[config.mk]
export PLATFORM = sky130hd
export DESIGN_NAME = velocity_key_scan_fsm_top_flat
export DESIGN_NICKNAME = d
export VERILOG_FILES = /design/src/rtl/core/vks_pkg.sv /design/src/rtl/core/vks_key_if.sv /design/src/rtl/core/vks_note_if.sv /design/src/rtl/core/vks_key_store.sv /design/src/rtl/core/vks_velocity.sv /design/src/rtl/core/velocity_key_scan_fsm_top.sv /design/src/flat_wrapper.sv
export SDC_FILE = /design/constraint.sdc
export NUM_CORES = 2
export LEC_CHECK = 0
export CELL_PAD_IN_SITES_DETAIL_PLACEMENT = 0
export CELL_PAD_IN_SITES_GLOBAL_PLACEMENT = 2
export CORE_ASPECT_RATIO = 1.2
export CORE_MARGIN = 4
export CORE_UTILIZATION = 45
export CTS_CLUSTER_SIZE = 12
export DETAILED_ROUTE_END_ITERATION = 10
export DONT_BUFFER_PORTS = 1
export PLACE_DENSITY = 0.83
export SLEW_MARGIN = 20
export SYNTH_ARGS = -nofsm -noshare
export SYNTH_HDL_FRONTEND = slang
export SYNTH_SLANG_ARGS = --single-unit
export TNS_END_PERCENT = 100
[constraint.sdc]
create_clock -name clk -period 21.7 [get_ports clk]
set_input_delay 1.085 -clock clk [delete_from_list [all_inputs] [get_ports clk]]
set_output_delay 1.085 -clock clk [all_outputs]
set_load 0.01 [all_outputs]
[src/rtl/core/vks_pkg.sv]
// ----------------------------------------------------------------------------
// vks_pkg
// Shared types and constants of the velocity key scanner.
// ----------------------------------------------------------------------------
package vks_pkg;

	localparam int unsigned NumKeys = 88;

	localparam int KeyW     = 7;
	localparam int KeyIdxW  = (NumKeys > 1) ? $clog2(NumKeys) : 1;
	localparam int StampW   = 32;
	localparam int HoldW    = 20;
	localparam int NoteW    = 7;
	localparam int VelW     = 7;
	localparam int CfgIdxW  = 1;
	localparam int CfgDataW = 20;

	localparam logic [KeyW:0]   NumKeysCmp   = (KeyW + 1)'(NumKeys);
	localparam logic [HoldW-1:0] HoldReset   = HoldW'(10000);
	localparam logic [NoteW-1:0] OffsetReset = NoteW'(21);

	// velocity ramp
	localparam int unsigned VelFastUs = 3500;
	localparam int unsigned VelSlowUs = 200000;
	localparam int unsigned VelTop    = 127;
	localparam int unsigned VelBottom = 1;
	localparam int unsigned VelSpan   = VelSlowUs - VelFastUs;
	localparam int unsigned VelScale  = VelTop - VelBottom;
	localparam int VelDiffW   = $clog2(VelSpan + 1);
	localparam int VelProdInW = $clog2(VelSpan * VelScale + 1);
	// exact floor division by reciprocal: x * err < 2^shift
	localparam int VelShift   = VelProdInW + VelDiffW;
	localparam longint unsigned VelRecipL =
		((64'd1 << VelShift) + 64'(VelSpan) - 64'd1) / 64'(VelSpan);
	localparam int VelRecipW  = $clog2(VelRecipL + 1);
	localparam logic [VelRecipW-1:0] VelRecip = VelRecipW'(VelRecipL);

	typedef enum logic [2:0] {
		PH_IDLE = 3'd0,
		PH_FALL = 3'd1,
		PH_DOWN = 3'd2,
		PH_RISE = 3'd3,
		PH_DONE = 3'd4
	} phase_t;

	typedef enum logic [CfgIdxW-1:0] {
		CFG_RELEASE_HOLD = 1'b0,
		CFG_NOTE_OFFSET  = 1'b1
	} cfg_reg_t;

	typedef struct packed {
		phase_t              phase;
		logic [StampW-1:0]   stamp;
	} key_entry_t;

	typedef struct packed {
		logic                en;
		logic [KeyIdxW-1:0]  idx;
		key_entry_t          entry;
	} store_wr_t;

	typedef struct packed {
		logic                valid;
		logic                on;
		logic [NoteW-1:0]    note;
		logic [StampW-1:0]   t;
	} vel_req_t;

endpackage

[src/rtl/core/vks_key_if.sv]
// ----------------------------------------------------------------------------
// vks_key_if
// Key sample channel: one contact sample of one key per transaction.
// ----------------------------------------------------------------------------
interface vks_key_if;
	logic                      valid;
	logic                      ready;
	logic [vks_pkg::KeyW-1:0]  key_index;
	logic                      first_contact;
	logic                      second_contact;
	logic [vks_pkg::StampW-1:0] now_us;

	modport source (
		output valid,
		output key_index,
		output first_contact,
		output second_contact,
		output now_us,
		input  ready
	);

	modport sink (
		input  valid,
		input  key_index,
		input  first_contact,
		input  second_contact,
		input  now_us,
		output ready
	);
endinterface

[src/rtl/core/vks_note_if.sv]
// ----------------------------------------------------------------------------
// vks_note_if
// Note event channel: note number and velocity per transaction.
// ----------------------------------------------------------------------------
interface vks_note_if;
	logic                      valid;
	logic                      ready;
	logic [vks_pkg::NoteW-1:0] note_number;
	logic [vks_pkg::VelW-1:0]  velocity;

	modport source (
		output valid,
		output note_number,
		output velocity,
		input  ready
	);

	modport sink (
		input  valid,
		input  note_number,
		input  velocity,
		output ready
	);
endinterface

[src/rtl/core/vks_key_store.sv]
// ----------------------------------------------------------------------------
// vks_key_store
// Per-key phase and timestamp memory, one read and one write port, with
// valid bits for the phase reset and forwarding of the latest write.
// ----------------------------------------------------------------------------
module vks_key_store (
	input  logic                          clk,
	input  logic                          arst_n,
	input  logic                          rd_en,
	input  logic [vks_pkg::KeyIdxW-1:0]   rd_idx,
	input  vks_pkg::store_wr_t            wr,
	output vks_pkg::key_entry_t           rd_entry
);

	vks_pkg::key_entry_t                mem_q [vks_pkg::NumKeys];
	logic [vks_pkg::NumKeys-1:0]        vld_q;
	vks_pkg::key_entry_t                rd_data_q;
	logic                               rd_vld_q;
	logic [vks_pkg::KeyIdxW-1:0]        rd_idx_q;
	logic                               fwd_v_q;
	logic [vks_pkg::KeyIdxW-1:0]        fwd_idx_q;
	vks_pkg::key_entry_t                fwd_entry_q;

	always_ff @(posedge clk) begin
		if (wr.en) begin
			mem_q[wr.idx] <= wr.entry;
		end
		if (rd_en) begin
			rd_data_q <= mem_q[rd_idx];
			rd_vld_q  <= vld_q[rd_idx];
			rd_idx_q  <= rd_idx;
		end
		if (wr.en) begin
			fwd_idx_q   <= wr.idx;
			fwd_entry_q <= wr.entry;
		end
	end

	always_ff @(posedge clk or negedge arst_n) begin
		if (!arst_n) begin
			vld_q   <= '0;
			fwd_v_q <= 1'b0;
		end else if (wr.en) begin
			vld_q[wr.idx] <= 1'b1;
			fwd_v_q       <= 1'b1;
		end
	end

	// latest write wins over the registered read of the same key
	always_comb begin
		if (fwd_v_q && (fwd_idx_q == rd_idx_q)) begin
			rd_entry = fwd_entry_q;
		end else if (rd_vld_q) begin
			rd_entry = rd_data_q;
		end else begin
			rd_entry.phase = vks_pkg::PH_IDLE;
			rd_entry.stamp = '0;
		end
	end

endmodule

[src/rtl/core/vks_velocity.sv]
// ----------------------------------------------------------------------------
// vks_velocity
// Velocity pipeline: range classification, scaling, reciprocal multiply
// and the output register of the note channel.
// ----------------------------------------------------------------------------
module vks_velocity (
	input  logic               clk,
	input  logic               arst_n,
	input  vks_pkg::vel_req_t  req,
	output logic               req_ready,
	vks_note_if.source         note
);

	typedef enum logic [1:0] {
		VS_ZERO,
		VS_TOP,
		VS_RAMP
	} vsel_t;

	localparam int ProdW = vks_pkg::VelProdInW + vks_pkg::VelRecipW;

	logic                                v_s2;
	logic                                on_s2;
	logic [vks_pkg::NoteW-1:0]           note_s2;
	logic [vks_pkg::StampW-1:0]          t_s2;
	logic                                v_s3;
	logic [vks_pkg::NoteW-1:0]           note_s3;
	vsel_t                               sel_s3;
	logic [vks_pkg::VelProdInW-1:0]      x_s3;
	logic                                v_s4;
	logic [vks_pkg::NoteW-1:0]           note_s4;
	vsel_t                               sel_s4;
	logic [vks_pkg::VelW-1:0]            drop_s4;
	logic                                out_v_q;
	logic [vks_pkg::NoteW-1:0]           note_q;
	logic [vks_pkg::VelW-1:0]            vel_q;

	logic                                rdy_s3;
	logic                                rdy_s4;
	logic                                rdy_out;
	logic                                slow;
	logic                                fast;
	logic [vks_pkg::VelDiffW-1:0]        diff;
	logic [vks_pkg::VelProdInW-1:0]      x;
	vsel_t                               sel;
	logic [ProdW-1:0]                    prod;
	logic [vks_pkg::VelW-1:0]            vel;

	assign rdy_out   = !out_v_q || note.ready;
	assign rdy_s4    = !v_s4 || rdy_out;
	assign rdy_s3    = !v_s3 || rdy_s4;
	assign req_ready = !v_s2 || rdy_s3;

	// classify elapsed time and scale the ramp offset
	always_comb begin
		slow = t_s2 > vks_pkg::StampW'(vks_pkg::VelSlowUs);
		fast = t_s2 <= vks_pkg::StampW'(vks_pkg::VelFastUs);
		diff = vks_pkg::VelDiffW'(t_s2 - vks_pkg::StampW'(vks_pkg::VelFastUs));
		x    = vks_pkg::VelProdInW'(diff) * vks_pkg::VelProdInW'(vks_pkg::VelScale);
		if (!on_s2 || slow) begin
			sel = VS_ZERO;
		end else if (fast) begin
			sel = VS_TOP;
		end else begin
			sel = VS_RAMP;
		end
	end

	assign prod = ProdW'(x_s3) * ProdW'(vks_pkg::VelRecip);

	always_comb begin
		unique case (sel_s4)
			VS_ZERO: vel = '0;
			VS_TOP:  vel = vks_pkg::VelW'(vks_pkg::VelTop);
			VS_RAMP: vel = vks_pkg::VelW'(vks_pkg::VelTop) - drop_s4;
			default: vel = '0;
		endcase
	end

	always_ff @(posedge clk or negedge arst_n) begin
		if (!arst_n) begin
			v_s2    <= 1'b0;
			v_s3    <= 1'b0;
			v_s4    <= 1'b0;
			out_v_q <= 1'b0;
		end else begin
			if (req_ready) begin
				v_s2 <= req.valid;
			end
			if (rdy_s3) begin
				v_s3 <= v_s2;
			end
			if (rdy_s4) begin
				v_s4 <= v_s3;
			end
			if (rdy_out) begin
				out_v_q <= v_s4;
			end
		end
	end

	always_ff @(posedge clk) begin
		if (req_ready) begin
			on_s2   <= req.on;
			note_s2 <= req.note;
			t_s2    <= req.t;
		end
		if (rdy_s3) begin
			note_s3 <= note_s2;
			sel_s3  <= sel;
			x_s3    <= x;
		end
		if (rdy_s4) begin
			note_s4 <= note_s3;
			sel_s4  <= sel_s3;
			drop_s4 <= prod[vks_pkg::VelShift +: vks_pkg::VelW];
		end
		if (rdy_out) begin
			note_q <= note_s4;
			vel_q  <= vel;
		end
	end

	assign note.valid       = out_v_q;
	assign note.note_number = note_q;
	assign note.velocity    = vel_q;

endmodule

[src/rtl/core/velocity_key_scan_fsm_top.sv]
// ----------------------------------------------------------------------------
// velocity_key_scan_fsm_top
// Dual-contact velocity keyboard scanner: per-key phase machine over a
// phase/timestamp memory, emitting note-on and note-off events.
// ----------------------------------------------------------------------------
// One key sample is taken every clock cycle unless a stalled velocity
// pipeline holds the sample stage. The phase and timestamp of the sampled key
// are read from a single-port-read, single-port-write memory at the accepting
// edge, updated and written back when the velocity pipeline takes the sample,
// with the last write forwarded so that consecutive samples of the same key
// see each other. A note event passes through the sample, velocity request,
// classification and reciprocal multiply registers to the output register,
// where it becomes valid. A stalled output holds the pipeline only once its
// stages are full. The phase memory starts idle after reset through per-key
// valid bits, so samples are accepted right away.
// ----------------------------------------------------------------------------
module velocity_key_scan_fsm_top (
	input  logic                           clk,
	input  logic                           arst_n,
	vks_key_if.sink                        key,
	vks_note_if.source                     note,
	input  logic                           cfg_we,
	input  logic [vks_pkg::CfgIdxW-1:0]    cfg_index,
	input  logic [vks_pkg::CfgDataW-1:0]   cfg_data
);

	logic [vks_pkg::HoldW-1:0]    hold_q;
	logic [vks_pkg::NoteW-1:0]    offset_q;

	logic                         v_s1;
	logic                         hit_s1;
	logic [vks_pkg::KeyW-1:0]     key_s1;
	logic                         br_s1;
	logic                         mk_s1;
	logic [vks_pkg::StampW-1:0]   now_s1;

	logic                         accept;
	logic                         in_range;
	logic                         vel_ready;
	vks_pkg::key_entry_t          cur;
	vks_pkg::key_entry_t          nxt;
	vks_pkg::store_wr_t           wr;
	vks_pkg::vel_req_t            req;
	logic [vks_pkg::StampW-1:0]   elapsed;
	logic                         emit;
	logic                         note_on;

	assign in_range  = {1'b0, key.key_index} < vks_pkg::NumKeysCmp;
	assign key.ready = !v_s1 || vel_ready;
	assign accept    = key.valid && key.ready;

	// configuration
	always_ff @(posedge clk or negedge arst_n) begin
		if (!arst_n) begin
			hold_q   <= vks_pkg::HoldReset;
			offset_q <= vks_pkg::OffsetReset;
		end else if (cfg_we) begin
			unique case (vks_pkg::cfg_reg_t'(cfg_index))
				vks_pkg::CFG_RELEASE_HOLD: hold_q   <= cfg_data[vks_pkg::HoldW-1:0];
				vks_pkg::CFG_NOTE_OFFSET:  offset_q <= cfg_data[vks_pkg::NoteW-1:0];
			endcase
		end
	end

	always_ff @(posedge clk or negedge arst_n) begin
		if (!arst_n) begin
			v_s1 <= 1'b0;
		end else if (key.ready) begin
			v_s1 <= key.valid;
		end
	end

	always_ff @(posedge clk) begin
		if (accept) begin
			hit_s1 <= in_range;
			key_s1 <= key.key_index;
			br_s1  <= key.first_contact;
			mk_s1  <= key.second_contact;
			now_s1 <= key.now_us;
		end
	end

	vks_key_store u_store (
		.clk      (clk),
		.arst_n   (arst_n),
		.rd_en    (accept && in_range),
		.rd_idx   (key.key_index[vks_pkg::KeyIdxW-1:0]),
		.wr       (wr),
		.rd_entry (cur)
	);

	assign elapsed = now_s1 - cur.stamp;

	// per-key phase machine, checks chained in one step
	always_comb begin
		nxt     = cur;
		emit    = 1'b0;
		note_on = 1'b0;
		unique case (cur.phase)
			vks_pkg::PH_IDLE: begin
				if (br_s1 && mk_s1) begin
					nxt.phase = vks_pkg::PH_FALL;
					nxt.stamp = now_s1;
				end
			end
			vks_pkg::PH_FALL: begin
				if (!br_s1) begin
					nxt.phase = vks_pkg::PH_IDLE;
				end else if (!mk_s1) begin
					nxt.phase = vks_pkg::PH_DOWN;
					emit      = 1'b1;
					note_on   = 1'b1;
				end
			end
			vks_pkg::PH_DOWN: begin
				if (br_s1 && mk_s1) begin
					nxt.phase = vks_pkg::PH_RISE;
					nxt.stamp = now_s1;
				end
			end
			vks_pkg::PH_RISE: begin
				if (!mk_s1) begin
					nxt.phase = vks_pkg::PH_DOWN;
				end else if (elapsed > vks_pkg::StampW'(hold_q)) begin
					nxt.phase = br_s1 ? vks_pkg::PH_DONE : vks_pkg::PH_IDLE;
					emit      = 1'b1;
				end
			end
			vks_pkg::PH_DONE: begin
				if (!br_s1) begin
					nxt.phase = vks_pkg::PH_IDLE;
				end
			end
			default: begin
				nxt = cur;
			end
		endcase
	end

	always_comb begin
		wr.en     = v_s1 && hit_s1 && vel_ready;
		wr.idx    = key_s1[vks_pkg::KeyIdxW-1:0];
		wr.entry  = nxt;
		req.valid = v_s1 && hit_s1 && emit;
		req.on    = note_on;
		req.note  = vks_pkg::NoteW'(key_s1 + offset_q);
		req.t     = elapsed;
	end

	vks_velocity u_velocity (
		.clk       (clk),
		.arst_n    (arst_n),
		.req       (req),
		.req_ready (vel_ready),
		.note      (note)
	);

endmodule
[src/flat_wrapper.sv]
// flat-port wrapper written by rule: the top's interface ports become plain ports
module velocity_key_scan_fsm_top_flat 
  (clk, arst_n, cfg_we, cfg_index, cfg_data, key_valid, key_key_index, key_first_contact, key_second_contact, key_now_us, key_ready, note_valid, note_note_number, note_velocity, note_ready);
  vks_key_if key_i ();
  vks_note_if note_i ();
  input  logic clk;
  input  logic arst_n;
  input  logic cfg_we;
  input  logic [vks_pkg::CfgIdxW-1:0] cfg_index;
  input  logic [vks_pkg::CfgDataW-1:0] cfg_data;
  input wire logic [$bits(key_i.valid)-1:0] key_valid;
  input wire logic [$bits(key_i.key_index)-1:0] key_key_index;
  input wire logic [$bits(key_i.first_contact)-1:0] key_first_contact;
  input wire logic [$bits(key_i.second_contact)-1:0] key_second_contact;
  input wire logic [$bits(key_i.now_us)-1:0] key_now_us;
  output wire logic [$bits(key_i.ready)-1:0] key_ready;
  output wire logic [$bits(note_i.valid)-1:0] note_valid;
  output wire logic [$bits(note_i.note_number)-1:0] note_note_number;
  output wire logic [$bits(note_i.velocity)-1:0] note_velocity;
  input wire logic [$bits(note_i.ready)-1:0] note_ready;
  assign key_i.valid = key_valid;
  assign key_i.key_index = key_key_index;
  assign key_i.first_contact = key_first_contact;
  assign key_i.second_contact = key_second_contact;
  assign key_i.now_us = key_now_us;
  assign key_ready = key_i.ready;
  assign note_valid = note_i.valid;
  assign note_note_number = note_i.note_number;
  assign note_velocity = note_i.velocity;
  assign note_i.ready = note_ready;
  velocity_key_scan_fsm_top u_core (.clk(clk), .arst_n(arst_n), .key(key_i), .note(note_i), .cfg_we(cfg_we), .cfg_index(cfg_index), .cfg_data(cfg_data));
endmodule
# Word-level counts from Yosys, hierarchy flattened
# Memory sizes are Yosys's and may differ from the RTL's. A register that Yosys moved wholly into a read port is not among the register bits.
# Index checks and enable logic that the tools add are counted.
[classes] add_sub_neg=4 multipliers=2 div_mod_pow=0 order_cmp=7 eq_ne=7 shift=0 n_mux=25 n_bitwise=2 n_reduce_logical=23
[ops] op="35-bit 2-to-1 mux" n=4
[ops] op="88-bit OR" n=1
[ops] op="32-bit one-hot mux with 2 select lines" n=1
[ops] op="24-bit by 26-bit multiplier with 49-bit output, second input constant" n=1
[ops] op="32-bit by 18-bit > comparator with 1-bit output, second input constant" n=1
[ops] op="32-bit by 20-bit > comparator with 1-bit output" n=1
[ops] op="32-bit by 12-bit <= comparator with 1-bit output, second input constant" n=1
[ops] op="32-bit subtractor" n=1
[ops] op="18-bit by 6-bit multiplier with 24-bit output, second input constant" n=1
[ops] op="3-bit 2-to-1 mux" n=6
[ops] op="18-bit by 12-bit subtractor with 18-bit output, second input constant" n=1
[ops] op="7-bit by 8-bit less-than comparator with 1-bit output, second input constant" n=2
[ops] op="3-bit one-hot mux with 5 select lines" n=1
[ops] op="7-bit one-hot mux with 2 select lines" n=1
[ops] op="1-bit logical AND" n=8
[ops] op="1-bit 2-to-1 mux" n=8
[ops] op="7-bit adder" n=1
[ops] op="1-bit binary-select mux with 7-bit select" n=1
[ops] op="1-bit demux with 7-bit select" n=1
[ops] op="7-bit equality test" n=1
[ops] op="7-bit by 1-bit >= comparator with 1-bit output, second input constant" n=1
[ops] op="7-bit less-than comparator, second input constant" n=1
[ops] op="7-bit subtractor, first input constant" n=1
[ops] op="3-bit by 2-bit equality test with 1-bit output, second input constant" n=2
[ops] op="other kinds (11)" n=22
[word_totals] regBits=316 latch_bits=0 ramBits=3080 romBits=0 input_bits=67 elab_cells=101 memories=1
[memory_table] name="u_core.u_store.mem_q" words=88 word_bits=35 rd=1 rd_ports_with_merged_regs=1 wr=1 line_no="vks_key_store.sv:15" text="vks_pkg::key_entry_t mem_q [vks_pkg::NumKeys];"

# Longest topological paths before layout
[depth] word_depth=9 ltp_mapped=31 mapped_depth_nobuf=29

# Modules after synthesis
# A second synthesis with hierarchy kept.
[unflattened] hier_cells=7559 hier_area_um2=145148.0
[modules_own_cells] module="vks_key_store" instances=1 cells_per_inst=5534 area_each_um2=124167.8
[modules_own_cells] module="vks_velocity" instances=1 cells_per_inst=1420 area_each_um2=15541.2
[modules_own_cells] module="velocity_key_scan_fsm_top" instances=1 cells_per_inst=605 area_each_um2=5439.0

# Worst setup path before layout
# No wires, ideal clock.
[synth_timing] path_kind="reg-to-reg" start="register u_core.u_store.rd_idx_q[6] (netlist name)" end="register u_core.u_store.fwd_entry_q[34] (netlist name), data pin" setup_ns=0.895 arrival_ns=8.402 t_required_ns=20.805 slack_ns=12.403 stages_incl_launch_ff=27 path_buffers=2 cell_sequence="edfxtp_1 > xnor2_1 > nand4_1 > nor2_1 > clkbuf_1 > clkbuf_1 > a21oi_1 > ha_1 > a21o_1 > a21o_1 > a21oi_2 > o21ai_2 > or3b_1 > o41a_1 > o211a_4 > o21ai_1 > nand2_1 > xor2_1 > ha_1 > nand4_1 > o21ai_0 > a21oi_1 > a21oi_1 > nor2_1 > nand4b_1 > nor4_2 > o21ai_0"
[synth_rtl] item="from (decl)" line_no="vks_key_store.sv:19" text="logic [vks_pkg::KeyIdxW-1:0] rd_idx_q;"
[synth_rtl] item="from (signal assigned)" line_no="vks_key_store.sv:31" text="rd_idx_q <= rd_idx;"
[synth_rtl] item="to (signal assigned)" line_no="vks_key_store.sv:35" text="fwd_entry_q <= wr.entry;"
[synth_rtl] item="to (decl)" line_no="vks_key_store.sv:22" text="vks_pkg::key_entry_t fwd_entry_q;"

# Worst setup path in the final report
[layout_timing] start="register u_core.u_velocity.x_s3[10] (netlist name)" end="register u_core.u_velocity.drop_s4[4] (netlist name), data pin"
[layout_via] elab_chain_cells=1
[layout_rtl] item="from (decl)" line_no="vks_velocity.sv:29" text="logic [vks_pkg::VelProdInW-1:0] x_s3;"
[layout_rtl] item="from (signal assigned)" line_no="vks_velocity.sv:111" text="x_s3 <= x;"
[layout_rtl] item="24-bit by 26-bit multiplier with 49-bit output" line_no="vks_velocity.sv:69" text="assign prod = ProdW'(x_s3) * ProdW'(vks_pkg::VelRecip);"
[layout_rtl] item="via u_core.u_velocity.prod[47]" line_no="vks_velocity.sv:46" text="logic [ProdW-1:0] prod;"
[layout_rtl] item="to (signal assigned)" line_no="vks_velocity.sv:116" text="drop_s4 <= prod[vks_pkg::VelShift +: vks_pkg::VelW];"
[layout_rtl] item="to (decl)" line_no="vks_velocity.sv:33" text="logic [vks_pkg::VelW-1:0] drop_s4;"
# The timed path passes the listed nets, and every way through them passes these cells.
# A chain may end at the register's enable or synchronous reset.

==> results.json <==
{
  "run_status": "complete, but fails checks",
  "violations": "slew limit",
  "hold_violations": 0,
  "clock_path_buffers": 4,
  "io_pins": 83,
  "coreArea_um2": 317000,
  "synth_edf_count": 3310,
  "met2_usage": 0.386,
  "cp-end-kind": "flip-flop",
  "antenna_found_initial": 24,
  "dp_hpwl_um": 210000,
  "wl_um": 378000,
  "slew_headroom": -0.0245,
  "drtIter0Drc": 8885,
  "syn2layout_area_growth_pct": 11.9,
  "setup_tns_ns": 0,
  "rsz0062_at_grt": "false",
  "start_kind": "flip-flop",
  "synth_common_cells": "3310 x edfxtp_1, 963 x mux4_2, 435 x inv_1",
  "avgSynthCellArea_um2": 20.7,
  "ant_nets": 0,
  "track_usage": 0.230,
  "grt_pass1_vias": 71600,
  "gr-max-usage-layer": "met2",
  "viasPerCell": 6.04,
  "met1_usage": 0.301,
  "cts_tree": "done",
  "initial_core_util": 0.453,
  "grt_pass1_wl_um": 534000,
  "cp_max_fo": 6,
  "worst-setup-path-type": "flip-flop to flip-flop",
  "die-area_um2": 328000,
  "synthCells": 6924,
  "min_path_type": "input port to asynchronous set/reset pin",
  "fin_crit_ns": 7.53,
  "ys_types": 77,
  "use_met3": 0.0374,
  "die_w_um": 524,
  "synth-seq-cells": 3431,
  "num_vias": 70200,
  "gp_congestion": 0.881,
  "cp.required_ns": 22.31,
  "cts_hold_buf": 1,
  "clock.fmax_mhz": 133,
  "tightest_slew_ns": 1.54,
  "seq_area_frac_synth": 0.714,
  "maxSlewViolCount": 34,
  "nets": 7807,
  "fillers": 24600,
  "fp-row-count": 226,
  "synthFlopType": "edfxtp_1",
  "fin_crit_sh": 0.347,
  "route.detailed.drc": 0,
  "synth_top_cell_by_area": "edfxtp_1",
  "seqCellArea_um2": 102000,
  "cts_resized": 0,
  "wl_per_cell_um": 32.6,
  "yosysWarnings": 0,
  "post_cts.repair.setup_buffers": 0,
  "synth_nets": 7570,
  "drv_cap": 0,
  "yosys-top-cells-area": "edfxtp_1 69%, mux4_2 15%, fa_1 3.5%, ha_1 2.8%, dfrtp_1 2.0%",
  "globalRouteOverflowTotal": 0,
  "numCtsBuffers": 349,
  "firstDrtPassIters": 6,
  "path_clk_slew_ns": 0.07,
  "setup_viol": 0,
  "final.setup_skew_ns": 0.0528,
  "dieHeight_um": 627,
  "multiInputGateArea_um2": 39500,
  "cts_sinks": 3431,
  "drive_gt1_frac": 0.244,
  "insertion_delay_ns": 0.89,
  "htree_num_levels": 5,
  "async_flop_share": 0.0353,
  "port_buffers": 0,
  "netlist_area_um2": 144000,
  "cts_root_buf": "clkbuf_16",
  "yosysTopAreaCellShare": 0.692,
  "grt_max_degree": 794,
  "yosysMostFrequentCell": "edfxtp_1",
  "cp_data_arrival_time_ns": 8.14
}
[through the flow]
stage / hold slack, ns / utilization / cell area (µm²) / setup slack, ns / std cells
finish: 0.0637 / 0.507 / 161000 / 14.17 / 11600
global route: 0.0155 / 0.507 / 161000 / 13.64 / 11600
CTS: 0.0109 / 0.506 / 160000 / 14.07 / 11600
detailed placement: 0.405 / 0.474 / 150000 / 14.11 / 11000
global placement: 0.409 / 0.474 / 150000 / 14.18 / 11000
floorplan: 0.400 / - / 144000 / 12.40 / 6924
[flip-flops by register name (all words and copies together), names as in the netlist, 20 cells and up]
register	count
u_core.hold_q	20
u_core.now_s1	32
u_core.u_store.fwd_entry_q	35
u_core.u_store.mem_q	3080
u_core.u_store.rd_data_q	35
u_core.u_store.vld_q	88
u_core.u_velocity.t_s2	32
u_core.u_velocity.x_s3	24
[logic make-up (layout without fill, tap and decap cells)]
| group | count (synthesis) | after routing | synth area share |
|---|---|---|---|
| compound gates | 435 | 435 | 0.0192 |
| xor+xnor | 88 | 88 | 0.00537 |
| fa+ha+maj | 579 | 579 | 0.0637 |
| buf+inv | 721 | 1156 | 0.0191 |
| flops | 3431 | 3431 | 0.714 |
| mux | 1070 | 1070 | 0.159 |
| other cells | 0 | 28 | 0 |
| simple gates | 600 | 600 | 0.0204 |
[worst max-delay path, stage by stage, from the launching register on]
cell and delay, ns:
edfxtp_1 0.57, ha_1 0.48, fa_1 0.49, fa_1 0.51
fa_1 0.56, inv_1 0.05, fa_1 0.50, fa_1 0.43
fa_1 0.49, inv_1 0.04, ha_1 0.28, nand4_1 0.17
nor2_1 0.07, a211o_1 0.29, a21o_1 0.18, a21oi_1 0.14
o21ai_0 0.10, a21oi_1 0.14, o21ai_0 0.19, a221oi_1 0.67
a21boi_0 0.34, o21a_1 0.28, a31oi_1 0.20, xnor2_1 0.08
[routing by layer]
| layer | part of all wire | wire, µm | vias to the layer above |
|---|---|---|---|
| li1 | - | - | 28400 |
| met1 | 0.36 | 138000 | 37600 |
| met2 | 0.50 | 191000 | 3489 |
| met3 | 0.084 | 31700 | 643 |
| met4 | 0.047 | 17800 | 6 |
| met5 | 0.000090 | 34 | - |
[cell usage in the layout (no fill, tap or decap), drive strengths merged, types with 34 or more instances in the layout]
cell,count
dfrtp,113
or2,93
a21oi,142
xnor2,66
and3,45
edfxtp,3310
ha,326
clkbuf,481
clkinv,55
o211ai,37
nor2,187
mux4,963
fa,253
o221ai,34
a21o,39
inv,445
o21ai,92
nand2,143
mux2i,94
buf,170
[final timing paths]
check | startpoint | cells past startpoint | slack (ns) | to
max | u_core.u_velocity.x_s3[10] | 23 | 14.17 | u_core.u_velocity.drop_s4[4]
min | arst_n | 0 | 0.06 | u_core.hold_q[8]
max reg2reg | u_core.u_velocity.x_s3[10] | 23 | 14.17 | u_core.u_velocity.drop_s4[4]
min reg2reg | u_core.u_velocity.note_s2[1] | 0 | 0.42 | u_core.u_velocity.note_s3[1]
max in group asynchronous | arst_n | 1 | 20.83 | u_core.u_store.vld_q[29]
min in group clk | key_now_us[31] | 0 | 0.30 | u_core.now_s1[31]
[cell type report]
cell class / instances / area share
flip-flops and latches: 3431 / 0.638
multi-input cells: 2772 / 0.246
clock buffers: 481 / 0.0597
well taps: 4218 / 0.0329
inverters: 437 / 0.0102
repair buffers: 170 / 0.0101
clock inverters: 68 / 0.00296
diodes: 28 / 0.000436
Power is left out: the tool's default activity adds up to more than one toggle a clock period on the data nets, which glitch-free logic cannot reach.
